--- src/sv/cdt_pkg.sv ---
`default_nettype none

package cdt_pkg;

  // Operation codes
  localparam logic [2:0] OP_TICK  = 3'd0;
  localparam logic [2:0] OP_LOAD  = 3'd1;
  localparam logic [2:0] OP_START = 3'd2;
  localparam logic [2:0] OP_STOP  = 3'd3;
  localparam logic [2:0] OP_FORCE = 3'd4;

  // Button codes for the force operation
  localparam logic [1:0] BTN_HUNDREDTHS = 2'd1;
  localparam logic [1:0] BTN_SECONDS    = 2'd2;
  localparam logic [1:0] BTN_MINUTES    = 2'd3;

  // Field limits
  localparam logic [5:0] MAX_MINUTES    = 6'd59;
  localparam logic [5:0] MAX_SECONDS    = 6'd59;
  localparam logic [6:0] MAX_HUNDREDTHS = 7'd99;

  // Segment codes (gfedcba) for digits zero to nine
  localparam logic [6:0] SEG_CODE [10] = '{
    7'h3F, 7'h06, 7'h5B, 7'h4F, 7'h66, 7'h6D, 7'h7D, 7'h07, 7'h7F, 7'h67
  };

  typedef struct packed {
    logic [1:0] button;
    logic [6:0] load_hundredths;
    logic [6:0] load_seconds;
    logic [6:0] load_minutes;
    logic [2:0] operation;
  } req_t;

  typedef struct packed {
    logic [5:0] minutes;
    logic [5:0] seconds;
    logic [6:0] hundredths;
  } time_t;

  // Tens digit of a value below 128 by reciprocal multiply (x * 205 >> 11)
  function automatic logic [3:0] tens_of(input logic [6:0] v);
    logic [14:0] p;
    p = 15'(v) * 15'd205;
    return p[14:11];
  endfunction

  // Ones digit: value minus ten times the tens digit
  function automatic logic [3:0] ones_of(input logic [6:0] v);
    logic [6:0] t10;
    logic [6:0] d;
    t10 = 7'(tens_of(v)) * 7'd10;
    d   = v - t10;
    return d[3:0];
  endfunction

  // Segment byte of a digit; digits above nine wrap by ten
  function automatic logic [7:0] seg_of(input logic [3:0] digit);
    logic [3:0] idx;
    idx = (digit > 4'd9) ? (digit - 4'd10) : digit;
    return {1'b0, SEG_CODE[idx]};
  endfunction

endpackage

`default_nettype wire

--- src/sv/cdt_core.sv ---
`default_nettype none

module cdt_core (
  input  wire logic          clk,
  input  wire logic          rst,
  input  wire logic          en,
  input  wire cdt_pkg::req_t req,
  output cdt_pkg::time_t     time_next,
  output logic               run_next
);

  cdt_pkg::time_t count;
  logic           run;

  // Hold the time and running flag; advance on each request
  always_ff @(posedge clk) begin
    if (rst) begin
      count.minutes    <= cdt_pkg::MAX_MINUTES;
      count.seconds    <= cdt_pkg::MAX_SECONDS;
      count.hundredths <= cdt_pkg::MAX_HUNDREDTHS;
      run              <= 1'b1;
    end else if (en) begin
      count <= time_next;
      run   <= run_next;
    end
  end

  // Apply one operation to the current state
  always_comb begin
    time_next = count;
    run_next  = run;
    unique case (req.operation)
      cdt_pkg::OP_TICK: begin
        if (run) begin
          if (count == '0) begin
            run_next = 1'b0;
          end else begin
            // borrow chain: hundredths, then seconds, then minutes
            if (count.hundredths != '0) begin
              time_next.hundredths = count.hundredths - 7'd1;
            end else begin
              time_next.hundredths = cdt_pkg::MAX_HUNDREDTHS;
              if (count.seconds != '0) begin
                time_next.seconds = count.seconds - 6'd1;
              end else begin
                time_next.seconds = cdt_pkg::MAX_SECONDS;
                time_next.minutes = count.minutes - 6'd1;
              end
            end
            if (time_next == '0) begin
              run_next = 1'b0;
            end
          end
        end
      end
      cdt_pkg::OP_LOAD: begin
        time_next.minutes = (req.load_minutes > {1'b0, cdt_pkg::MAX_MINUTES}) ?
                            cdt_pkg::MAX_MINUTES : req.load_minutes[5:0];
        time_next.seconds = (req.load_seconds > {1'b0, cdt_pkg::MAX_SECONDS}) ?
                            cdt_pkg::MAX_SECONDS : req.load_seconds[5:0];
        time_next.hundredths = (req.load_hundredths > cdt_pkg::MAX_HUNDREDTHS) ?
                               cdt_pkg::MAX_HUNDREDTHS : req.load_hundredths;
      end
      cdt_pkg::OP_START: run_next = 1'b1;
      cdt_pkg::OP_STOP:  run_next = 1'b0;
      cdt_pkg::OP_FORCE: begin
        unique case (req.button)
          cdt_pkg::BTN_MINUTES:    time_next.minutes    = cdt_pkg::MAX_MINUTES;
          cdt_pkg::BTN_SECONDS:    time_next.seconds    = cdt_pkg::MAX_SECONDS;
          cdt_pkg::BTN_HUNDREDTHS: time_next.hundredths = cdt_pkg::MAX_HUNDREDTHS;
          default: ;
        endcase
      end
      default: ;
    endcase
  end

endmodule

`default_nettype wire

--- src/sv/cdt_seg.sv ---
`default_nettype none

module cdt_seg (
  input  wire cdt_pkg::time_t value,
  output logic [31:0]         segments_low,
  output logic [15:0]         segments_high
);

  logic [6:0] min_w;
  logic [6:0] sec_w;

  assign min_w = {1'b0, value.minutes};
  assign sec_w = {1'b0, value.seconds};

  // Split each field into digits and look up the segment bytes
  assign segments_low = {
    cdt_pkg::seg_of(cdt_pkg::tens_of(sec_w)),
    cdt_pkg::seg_of(cdt_pkg::ones_of(sec_w)),
    cdt_pkg::seg_of(cdt_pkg::tens_of(value.hundredths)),
    cdt_pkg::seg_of(cdt_pkg::ones_of(value.hundredths))
  };
  assign segments_high = {
    cdt_pkg::seg_of(cdt_pkg::tens_of(min_w)),
    cdt_pkg::seg_of(cdt_pkg::ones_of(min_w))
  };

endmodule

`default_nettype wire

--- src/sv/countdown_timer_seven_segment_top.sv ---
// Countdown timer MM:SS:hh with six seven-segment digit codes.
// Input stream (s_*): one request per accepted beat. s_tuser carries the
// operation (tick, load, start, stop, force) and the force button; s_tdata
// carries the load values. Codes five to seven leave the state unchanged.
// Output stream (m_*): exactly one result per request, in order: time after
// the operation, running flag and the segment bytes of all six digits.
// A request accepted into the request register passes through the state
// update into the result register, which raises m_tvalid. Throughput is one
// request per cycle while the receiver does not stall; the state update is
// combinational logic between the request register and the result register.
// Reset (rst, synchronous): time 59:59:99, running, both stream stages empty.
// When the receiver stalls, the result register holds and the request
// register still takes one more request; after that s_tready drops until
// the result is taken. No result is lost or repeated.
`default_nettype none

module countdown_timer_seven_segment_top (
  input  wire logic        clk,
  input  wire logic        rst,
  input  wire logic        s_tvalid,
  output logic             s_tready,
  // [6:0] load_minutes, [13:7] load_seconds, [20:14] load_hundredths, [23:21] zero
  input  wire logic [23:0] s_tdata,
  // [2:0] operation, [4:3] button
  input  wire logic [4:0]  s_tuser,
  output logic             m_tvalid,
  input  wire logic        m_tready,
  // [5:0] minutes_now, [11:6] seconds_now, [18:12] hundredths_now,
  // [19] is_running, [51:20] segments_low, [67:52] segments_high, [71:68] zero
  output logic [71:0]      m_tdata
);

  cdt_pkg::req_t  req;
  logic           req_valid;
  logic           advance;
  cdt_pkg::time_t time_next;
  logic           run_next;
  logic [31:0]    seg_low;
  logic [15:0]    seg_high;

  assign advance  = req_valid && (!m_tvalid || m_tready);
  assign s_tready = !req_valid || advance;

  // Request register
  always_ff @(posedge clk) begin
    if (rst) begin
      req_valid <= 1'b0;
    end else if (s_tready) begin
      req_valid <= s_tvalid;
    end
  end

  always_ff @(posedge clk) begin
    if (s_tvalid && s_tready) begin
      req.operation       <= s_tuser[2:0];
      req.button          <= s_tuser[4:3];
      req.load_minutes    <= s_tdata[6:0];
      req.load_seconds    <= s_tdata[13:7];
      req.load_hundredths <= s_tdata[20:14];
    end
  end

  cdt_core u_core (
    .clk       (clk),
    .rst       (rst),
    .en        (advance),
    .req       (req),
    .time_next (time_next),
    .run_next  (run_next)
  );

  cdt_seg u_seg (
    .value         (time_next),
    .segments_low  (seg_low),
    .segments_high (seg_high)
  );

  // Result register
  always_ff @(posedge clk) begin
    if (rst) begin
      m_tvalid <= 1'b0;
    end else if (advance) begin
      m_tvalid <= 1'b1;
    end else if (m_tready) begin
      m_tvalid <= 1'b0;
    end
  end

  always_ff @(posedge clk) begin
    if (advance) begin
      m_tdata <= {4'd0, seg_high, seg_low, run_next, time_next.hundredths,
                  time_next.seconds, time_next.minutes};
    end
  end

endmodule

`default_nettype wire

--- config.mk ---
export PLATFORM = sky130hd
export DESIGN_NAME = countdown_timer_seven_segment_top
export DESIGN_NICKNAME = d
export VERILOG_FILES = /design/src/sv/cdt_pkg.sv /design/src/sv/cdt_core.sv /design/src/sv/cdt_seg.sv /design/src/sv/countdown_timer_seven_segment_top.sv
export SDC_FILE = /design/constraint.sdc
export NUM_CORES = 1
export LEC_CHECK = 0
export BUFFER_PORTS_ARGS = -buffer_cell sky130_fd_sc_hd__buf_2
export CELL_PAD_IN_SITES_DETAIL_PLACEMENT = 1
export CELL_PAD_IN_SITES_GLOBAL_PLACEMENT = 2
export CORE_MARGIN = 4
export CORE_UTILIZATION = 38
export DETAILED_ROUTE_END_ITERATION = 8
export PLACE_DENSITY_LB_ADDON = 0.1
export SETUP_SLACK_MARGIN = 0.1
export SLEW_MARGIN = 20
export SYNTH_ARGS = -nofsm -noshare
export SYNTH_HDL_FRONTEND = slang
export SYNTH_SLANG_ARGS = --single-unit
--- constraint.sdc ---
create_clock -name clk -period 8.9 [get_ports clk]
set_input_delay 0.445 -clock clk [delete_from_list [all_inputs] [get_ports clk]]
set_output_delay 0.445 -clock clk [all_outputs]
set_load 0.05 [all_outputs]
==> run_results.csv, run 1 <==
group,metric,value,unit
job,maxCapViolCount,0,
global_route,grt_max_degree,60,
setup_path,reg2reg_slack,0.70,ns
timing,fin_skew,0.0101,ns
timing,max_freq,122,MHz
floorplanning,fp.dieW,159,um
synthesis,synthCells,859,
power,p_per_area,382,nW/um^2
clock_tree,clk_pin_slew_worst_paths,0.08,ns
synthesis,synth-main-ff-cell,"edfxtp_1",
global_route,grt-ovfl-total,0,
setup_path,worst-path-max-fanout,9,
floorplanning,core,22100,sq um
timing,fin_crit_sh,0.922,
synthesis,ys_warn_count,0,
setup_path,worstSetupPathType,"reg -> reg",
setup_path,worst_path_most_repeated_cell,"inv_1",
drt,postRouteAntennaNets,0,
global_route,use_met3,0.0231,
floorplanning,row_count,54,
cells_and_area,nFillCells,2550,
synthesis,avgSynthCellArea,10.0,sq um
floorplanning,dieArea,25200,sq um
drt,vias_per_cell,5.37,
floorplanning,io_pins,107,
clock_tree,cts_sinks,110,
setup_path,critPathLaunchType,"flip-flop",
timing,final_max_slew_viol_count,0,
drt,firstDrtPassIters,4,
cells_and_area,nNetsFinal,1128,
setup_path,r2r-end,"m_tdata[55]",
cells_and_area,final_cell_count_no_fill,1237,
drt,via_count,6640,
cells_and_area,area_growth_syn_to_layout,12.6,%
placed_design,port_buffers,93,
timing,worst_pin_slew,0.813,ns
synthesis,synth_cell_type_count,86,
setup_path,reg2reg_from,"u_core.count[7]",
timing,finalSetupTns,0,ns
min_path,worstHoldStart,"s_tdata[4]",
setup_path,worstPathRequired,9.01,ns
synthesis,synth-edff-count,88,
drt,wl,21800,um
timing,hold_viol,0,
setup_path,reg2reg_depth,33,
drt,dr.first_iter.drc_count,242,
drt,routedWlPerCell,17.6,um
clock_tree,cts_tree,"done",
global_route,grt.total_usage,0.176,
synthesis,syn-cell-area,8630,sq um
timing,fin_crit,8.20,ns
timing,rsz0062_at_grt,"no",
placed_design,dp_hpwl,17100,um
min_path,hp-class,"in -> reg",
clock_tree,clockBufferDepth,2,
global_route,grt_pass1_wl,35400,um
drt,drc,0,
clock_tree,htree_num_levels,3,
timing,finalSetupViolations,0,
cells_and_area,antennaDiodeCount,0,
synthesis,async_flop_share,0,
placed_design,post-place-cells,1221,
setup_path,crit_end,"m_tdata[55]",
power,p_leak,4.28,nW
cells_and_area,drive_gt1_frac,0.177,
setup_path,slowest_stage,"fa_1",
global_route,grt_pass1_vias,7016,
cells_and_area,final-seq-area,3080,sq um
floorplanning,floorplan.initialDensity,0.390,
cells_and_area,multi_input_area,5070,sq um
setup_path,worstSetupEndpointType,"flip-flop",
clock_tree,cts_root_buf,"clkbuf_16",
timing,slew_headroom,0.454,
setup_path,critPathLaunch,"u_core.count[7]",
global_route,use_met2,0.306,
clock_tree,insertion_delay,0.36,ns
global_route,grt_util_met1,0.234,
synthesis,ys_seq_area_frac,0.357,
floorplanning,die_y,159,um
placed_design,gp_congestion,0.861,
synthesis,ys_ff_latch,110,
power,ir_worst_vdd,0.320,mV
global_route,antenna_found_initial,0,
global_route,busiest_layer,"met2",
setup_path,cpPeakStageDelay,0.51,ns
clock_tree,cts_buffers,9,
setup_path,cp_data_arrival_time,8.31,ns
outcome,outcome,"finished clean",
clock_tree,hold_buffers,0,
-- synthesized netlist by cell type, types with 6 or more instances --
cell type / count / share of area
nor3b_1: 7 / 0.0061
o211ai_1: 9 / 0.0078
mux2_2: 9 / 0.012
xor2_1: 10 / 0.010
or2_2: 8 / 0.0058
a21oi_1: 43 / 0.025
a211o_1: 10 / 0.010
clkbuf_1: 23 / 0.010
mux2i_1: 8 / 0.0093
nand2_1: 59 / 0.026
o21ai_0: 40 / 0.023
inv_1: 78 / 0.034
xnor2_1: 10 / 0.010
nand2b_1: 9 / 0.0065
nand3b_1: 11 / 0.0096
or3_1: 6 / 0.0044
buf_2: 6 / 0.0035
dfxtp_1: 22 / 0.051
fa_1: 22 / 0.051
nor2b_1: 12 / 0.0087
nor2_1: 66 / 0.029
ha_1: 121 / 0.18
nor3_1: 24 / 0.014
o22ai_1: 6 / 0.0044
nand3_1: 17 / 0.0099
buf_4: 10 / 0.0087
a21o_1: 9 / 0.0078
o21ai_1: 6 / 0.0035
edfxtp_1: 88 / 0.31
-- kinds of logic (layout without fill, tap and decap cells) --
family                     count (synthesis)  after routing  share of synthesized area
DFF                                      110            110                      0.357
muxes                                     20             20                     0.0249
adders and majority gates                143            143                      0.227
and+or+nand+nor                          252            252                      0.149
buffers and inverters                    121            210                     0.0605
xor gates and xnor gates                  25             25                     0.0326
other                                      1             10                   0.000435
AOI/OAI and AO/OA                        187            187                      0.149
-- how the worst min path moves through the flow --
stage,end,cells past startpoint
5_1_grt,req[4],1
4_1_cts,req[7],1
3_5_place_dp,m_tvalid,2
2_1_floorplan,m_tvalid,2
6_report,req[7],1
3_3_place_gp,m_tvalid,2
-- sequential cells by signal (all words and copies together) (netlist names) --
signal and count:
u_core.run 1, req_valid 1, m_tvalid 1, u_core.count 19, req 26, m_tdata 62
-- layout make-up --
type,instances,area share
inverters,78,0.0301
multi-input cells,637,0.522
repair buffers,116,0.0657
clock buffers,10,0.0246
clock inverters,6,0.00425
flip-flops and latches,110,0.317
well taps,280,0.0361
-- through the flow --
| stage | hold slack, ns | power (mW) | setup slack (ns) | utilization | cell area (sq um) |
|---|---|---|---|---|---|
| 2_1_floorplan | 0.487 | 2.80 | 1.48 | - | 8660 |
| 3_3_place_gp | 0.503 | 3.20 | 0.693 | 0.426 | 9420 |
| 3_5_place_dp | 0.520 | 3.34 | 0.386 | 0.426 | 9420 |
| 4_1_cts | 0.242 | 3.76 | 0.367 | 0.439 | 9700 |
| 5_1_grt | 0.243 | 4.07 | 0.105 | 0.440 | 9720 |
| 6_report | 0.258 | 3.71 | 0.698 | 0.440 | 9720 |
-- per-layer routing --
metal / part of all wire / up-vias / routed length, um
li1: - / 3260 / -
met1: 0.47 / 3263 / 10200
met2: 0.49 / 102 / 10600
met3: 0.030 / 15 / 662
met4: 0.011 / 0 / 250
met5: 0 / - / 0
-- critical path, delay by kind of cell, from the launching register on --
family	cells	cell delay, ns
AOI/OAI and AO/OA	7	1.60
and+or+nand+nor	7	1.43
xor gates and xnor gates	5	1.01
DFF	1	0.42
buffers and inverters	6	0.66
muxes	1	0.44
adders and majority gates	7	2.40
-- report_power, final --
group,internal (mW),total (mW),switching [mW]
registers,0.774,0.810,0.0362
logic,0.967,2.50,1.54
clock network,0.200,0.400,0.200
-- placed cells by master, fill, tap and decap left out, types with 9 or more instances in the layout --
cell type	synthesis	routed
fa_1	22	22
dfxtp_1	22	22
clkbuf_16	0	9
nand3_1	17	17
nor2_1	66	66
ha_1	121	121
mux2_2	9	9
nand2_1	59	59
nor2b_1	12	12
nor3_1	24	24
xor2_1	10	10
a21o_1	9	9
a21oi_1	43	43
inv_1	78	77
a211o_1	10	10
nand3b_1	11	11
conb_1	1	10
buf_4	10	23
xnor2_1	10	9
o211ai_1	9	9
nand2b_1	9	9
buf_2	6	93
edfxtp_1	88	88
o21ai_0	40	39
-- timing repair --
action / 4_1_cts / 5_1_grt
resized for setup: 0 / 3
endpoints found under the setup margin: 0 / 8
buffers inserted: 0 / 0
Note: power is estimated with default switching activity, not from simulation.
==> inputs of run 2 (changes only) <==
--- a/config.mk
+++ b/config.mk
@@ -5,7 +5,7 @@
 export SDC_FILE = /design/constraint.sdc
 export NUM_CORES = 1
 export LEC_CHECK = 0
-export BUFFER_PORTS_ARGS = -buffer_cell sky130_fd_sc_hd__buf_2
+export BUFFER_PORTS_ARGS = -buffer_cell sky130_fd_sc_hd__buf_4
 export CELL_PAD_IN_SITES_DETAIL_PLACEMENT = 1
 export CELL_PAD_IN_SITES_GLOBAL_PLACEMENT = 2
 export CORE_MARGIN = 4
==> run 2 against run 1 <==
Effect of this change: utilization grew 1.1 points; sequential share of layout area shrank 0.78 points; highest routed layer unchanged; critical endpoint unchanged; sequential power grew 0.6%; wire length grew 2.3%; worst setup slack gained 0.023 ns; first-iteration DRC count grew 44%; die area is the same; largest power group unchanged; count of clock-buffer cells in the layout grew 1; fmax grew 0.28%.
==> run_results.csv, run 2 (same netlist as run 1, synthesis figures left out) <==
group,metric,value,unit
drt,via_count,6669,
global_route,grt.total_usage,0.180,
floorplanning,dieArea,25200,sq um
setup_path,worst-path-max-fanout,9,
timing,hold_ws,0.260,ns
setup_path,reg2reg_slack,0.72,ns
cells_and_area,nNetsFinal,1130,
timing,rsz0062_at_grt,"no",
timing,fin_crit,8.18,ns
clock_tree,cts_buffers,9,
drt,routedWlPerCell,18.0,um
drt,vias_per_cell,5.38,
floorplanning,io_pins,107,
drt,wl,22300,um
timing,max_freq,122,MHz
min_path,worstHoldStart,"s_tuser[4]",
setup_path,reg2reg_depth,33,
drt,firstDrtPassIters,4,
placed_design,post-place-cells,1223,
placed_design,dp_slack,0.436,ns
placed_design,dp_hpwl,17400,um
clock_tree,cts_root_buf,"clkbuf_16",
setup_path,path_buf_inv,6,
global_route,grt_pass1_vias,7080,
floorplanning,fp.dieW,159,um
cells_and_area,final-seq-area,3080,sq um
floorplanning,core,22100,sq um
drt,postRouteAntennaNets,0,
timing,worst_pin_slew,0.845,ns
clock_tree,htree_num_levels,3,
global_route,grt_max_degree,60,
min_path,hp-class,"in -> reg",
cells_and_area,multi_input_area,5080,sq um
power,p_leak,4.37,nW
clock_tree,post_cts_buffers,0,
timing,hold_viol,0,
placed_design,gp_congestion,0.867,
setup_path,worstPathRequired,9.01,ns
setup_path,cp_data_arrival_time,8.29,ns
power,ir_worst_vdd,0.304,mV
global_route,antenna_found_initial,0,
setup_path,r2r-end,"m_tdata[55]",
outcome,outcome,"finished clean",
global_route,grt_pass1_wl,36300,um
clock_tree,insertion_delay,0.36,ns
clock_tree,cts_tree,"done",
cells_and_area,top_regs,"m_tdata x62, req x26, u_core.count x19",
timing,finalSetupTns,0,ns
setup_path,cpPeakStageDelay,0.50,ns
cells_and_area,final_cell_count_no_fill,1239,
setup_path,slowest_stage,"fa_1",
timing,slew_headroom,0.429,
timing,fin_skew,0.00908,ns
drt,drc,0,
timing,finalSetupViolations,0,
setup_path,worst_path_most_repeated_cell,"inv_1",
setup_path,worstSetupPathType,"reg -> reg",
cells_and_area,largest_reg_flops,62,
cells_and_area,layout_common_cells,"ha_1, buf_4, edfxtp_1",
placed_design,port_buffers,93,
cells_and_area,top_register,"m_tdata",
floorplanning,die_y,159,um
cells_and_area,area_growth_syn_to_layout,15.4,%
drt,dr.first_iter.drc_count,348,
cells_and_area,nFillCells,2494,
clock_tree,clk_pin_slew_worst_paths,0.08,ns
setup_path,critPathLaunchType,"flip-flop",
timing,fin_crit_sh,0.919,
setup_path,reg2reg_from,"u_core.count[7]",
setup_path,worstSetupEndpointType,"flip-flop",
floorplanning,floorplan.initialDensity,0.390,
cells_and_area,layout_commonest_cell,"ha_1",
job,maxCapViolCount,0,
timing,timing.final.ws_setup,0.721,ns
floorplanning,row_count,54,
setup_path,cp_top_family,"adder cells",
cells_and_area,final_core_util,0.451,
clock_tree,clockBufferDepth,2,
global_route,grt-ovfl-total,0,
power,p_per_area,377,nW/um^2
timing,final_max_slew_viol_count,0,
clock_tree,cts_sinks,110,
cells_and_area,antennaDiodeCount,0,
min_path,hold_path_depth,1,
cells_and_area,drive_gt1_frac,0.175,
min_path,hold-path-endpoint,"req[25]",
[run 2: layout make-up]
| type | instances | area share |
|---|---|---|
| multi-input combinational | 637 | 0.510 |
| tap | 280 | 0.0352 |
| sequential | 110 | 0.310 |
| clock buffer | 11 | 0.0234 |
| clock inverter | 5 | 0.00352 |
| inverter | 78 | 0.0294 |
| timing repair buffer | 118 | 0.0889 |
[run 2: per-stage QoR]
stage	instance area (sq um)	power, mW
2_1_floorplan	8660	2.80
3_3_place_gp	9670	3.24
3_5_place_dp	9670	3.39
4_1_cts	9940	3.79
5_1_grt	9960	4.12
6_report	9960	3.75
[run 2: worst max-delay path by stage]
stage / cells after the start / startpoint / to / slack (ns)
detailed placement: 27 / u_core.count[3] / m_tdata[55] / 0.44
global route: 33 / u_core.count[7] / m_tdata[55] / 0.15
CTS: 31 / u_core.count[3] / m_tdata[55] / 0.37
finish: 33 / u_core.count[7] / m_tdata[55] / 0.72
floorplan: 35 / u_core.count[7] / m_tdata[55] / 1.48
global placement: 26 / req[0] / m_tdata[55] / 0.70
[run 2: repair_timing]
action | CTS | global route
setup endpoints to repair | 0 | 9
hold buffers | 0 | 0
resized for setup | 0 | 5
[run 2: layer usage]
layer | vias to the layer above | track usage | part of all wire | wire [um]
met4 | 0 | 0.0475 | 0.012 | 268
met1 | 3275 | 0.235 | 0.46 | 10300
li1 | 3265 | - | - | -
met5 | - | 0 | 0 | 0
met2 | 112 | 0.319 | 0.49 | 11000
met3 | 17 | 0.0182 | 0.032 | 709
[run 2: report_power, final]
part | internal, mW | total [mW] | switching, mW
clock network | 0.191 | 0.385 | 0.193
logic | 1.02 | 2.55 | 1.53
registers | 0.775 | 0.815 | 0.0399
[run 2: worst register-to-register path, delay by kind of cell (launching register included)]
family	cells	cell delay (ns)
adders and majority gates	7	2.40
buffers and inverters	6	0.68
DFF	1	0.42
muxes	1	0.44
and+or+nand+nor	7	1.53
AOI/OAI and AO/OA	7	1.52
xor gates and xnor gates	5	0.98
==> inputs of run 3 (changes only) <==
--- a/config.mk
+++ b/config.mk
@@ -12,6 +12,7 @@
 export CORE_UTILIZATION = 38
 export DETAILED_ROUTE_END_ITERATION = 8
 export PLACE_DENSITY_LB_ADDON = 0.1
+export REMOVE_ABC_BUFFERS = 1
 export SETUP_SLACK_MARGIN = 0.1
 export SLEW_MARGIN = 20
 export SYNTH_ARGS = -nofsm -noshare
==> run 3 against run 2 <==
Effect of this change: clock skew rose by 0.0027 ns; fmax rose by 0.45%; first-iteration DRC count fell by 26%; combinational power rose by 2%; via count fell by 0.25%; critical endpoint unchanged; largest cell class unchanged; largest power group unchanged.
==> run_results.csv, run 3 (same netlist as run 1, synthesis figures left out) <==
group,metric,value,unit
drt,via_count,6652,
floorplanning,fp.dieW,159,um
cells_and_area,drive_gt1_frac,0.177,
global_route,grt_pass1_wl,36800,um
timing,fin_crit_sh,0.915,
cells_and_area,layout_commonest_cell,"ha_1",
timing,hold_ws,0.262,ns
global_route,grt-ovfl-total,0,
setup_path,worstPathRequired,9.01,ns
placed_design,gp_congestion,0.846,
clock_tree,htree_num_levels,3,
drt,dr.first_iter.drc_count,256,
global_route,grt_pass1_vias,7142,
timing,finalSetupViolations,0,
drt,drc,0,
setup_path,critPathLaunchType,"flip-flop",
floorplanning,io_pins,107,
setup_path,worstSetupEndpointType,"flip-flop",
floorplanning,row_count,54,
setup_path,slowest_stage,"fa_1",
setup_path,cp_top_family,"adder cells",
cells_and_area,nFillCells,2498,
timing,finalSetupTns,0,ns
setup_path,worst-path-max-fanout,9,
clock_tree,insertion_delay,0.35,ns
cells_and_area,nNetsFinal,1126,
cells_and_area,layout_common_cells,"ha_1, buf_4, edfxtp_1",
floorplanning,core,22100,sq um
timing,final_max_slew_viol_count,0,
cells_and_area,top_regs,"m_tdata x62, req x26, u_core.count x19",
power,ir_worst_vdd,0.317,mV
global_route,grt.total_usage,0.182,
timing,rsz0062_at_grt,"no",
placed_design,port_buffers,93,
job,maxCapViolCount,0,
placed_design,dp_hpwl,17500,um
clock_tree,cts_sinks,110,
cells_and_area,top_register,"m_tdata",
cells_and_area,antennaDiodeCount,0,
clock_tree,cts_buffers,9,
clock_tree,cts_tree,"done",
setup_path,path_buf_inv,6,
drt,vias_per_cell,5.39,
floorplanning,floorplan.initialDensity,0.390,
power,p_leak,4.38,nW
timing,worst_pin_slew,0.923,ns
timing,fin_crit,8.14,ns
cells_and_area,area_growth_syn_to_layout,15.7,%
cells_and_area,largest_reg_flops,62,
drt,wl,22200,um
clock_tree,clockBufferDepth,2,
clock_tree,clk_pin_slew_worst_paths,0.08,ns
drt,routedWlPerCell,18.0,um
timing,hold_viol,0,
outcome,outcome,"finished clean",
clock_tree,cts_root_buf,"clkbuf_16",
clock_tree,post_cts_buffers,0,
drt,firstDrtPassIters,4,
setup_path,cpPeakStageDelay,0.51,ns
setup_path,worstSetupPathType,"reg -> reg",
setup_path,worst_path_most_repeated_cell,"inv_1",
power,p_per_area,386,nW/um^2
global_route,grt_max_degree,57,
setup_path,cp_data_arrival_time,8.25,ns
timing,slew_headroom,0.384,
drt,postRouteAntennaNets,0,
min_path,hp-class,"in -> reg",
clock_tree,hold_buffers,0,
floorplanning,dieArea,25200,sq um
floorplanning,die_y,159,um
global_route,antenna_found_initial,0,
clock_tree,cts-resized-gates,0,
timing,max_freq,123,MHz
timing,fin_skew,0.0118,ns
[run 3: changes by cell type in the layout (fill, tap and decap cells not counted), sizes merged]
cell      change
buf           -4
bufinv        +2
clkbuf        -2
clkinv        -2
clkinvlp      +1
inv           +1
[run 3: final timing paths]
| path | cells past startpoint | slack, ns | start | endpoint |
|---|---|---|---|---|
| setup / recovery | 33 | 0.76 | u_core.count[7] | m_tdata[55] |
| hold / removal | 1 | 0.26 | s_tdata[4] | req[7] |
| setup reg to reg | 33 | 0.76 | u_core.count[7] | m_tdata[55] |
| hold reg to reg | 2 | 0.54 | req_valid | m_tvalid |
[run 3: stage by stage]
stage	instances	setup slack [ns]	util	area, sq um	total power, mW
CTS	1235	0.534	0.451	9960	3.90
finish	1235	0.757	0.452	9980	3.86
floorplan	825	1.57	-	8430	2.77
global placement	1219	0.785	0.436	9640	3.25
global route	1235	0.0815	0.452	9980	4.22
detailed placement	1219	0.583	0.436	9640	3.43
[run 3: layout make-up]
class | instances | area, sq um | area share
flip-flops and latches | 110 | 3080 | 0.309
clock buffers | 9 | 225 | 0.0226
inverters | 78 | 293 | 0.0293
well taps | 280 | 350 | 0.0351
clock inverters | 7 | 95.1 | 0.00953
multi-input cells | 637 | 5080 | 0.509
repair buffers | 114 | 856 | 0.0857
[run 3: power by group]
| part | leakage (nW) | switching, mW | total (mW) | internal [mW] |
|---|---|---|---|---|
| Combinational | 3.24 | 1.57 | 2.59 | 1.02 |
| Clock | 0.156 | 0.196 | 0.444 | 0.248 |
| Sequential | 0.988 | 0.0433 | 0.818 | 0.775 |
[run 3: per-layer routing]
layer  routed length, um  GRT usage
met1               10400      0.248
met2               10800      0.316
met4                 218     0.0361
met3                 716     0.0171
met5                   0          0
[run 3: worst register-to-register path, delay by kind of cell (launching register included)]
kind | cells | cell delay, ns
AO/OA/AOI/OAI | 7 | 1.53
XOR/XNOR | 5 | 0.98
buffers and inverters | 6 | 0.66
AND/OR/NAND/NOR | 7 | 1.50
multiplexers | 1 | 0.43
adder cells (fa/ha/maj) | 7 | 2.38
flip-flops | 1 | 0.42
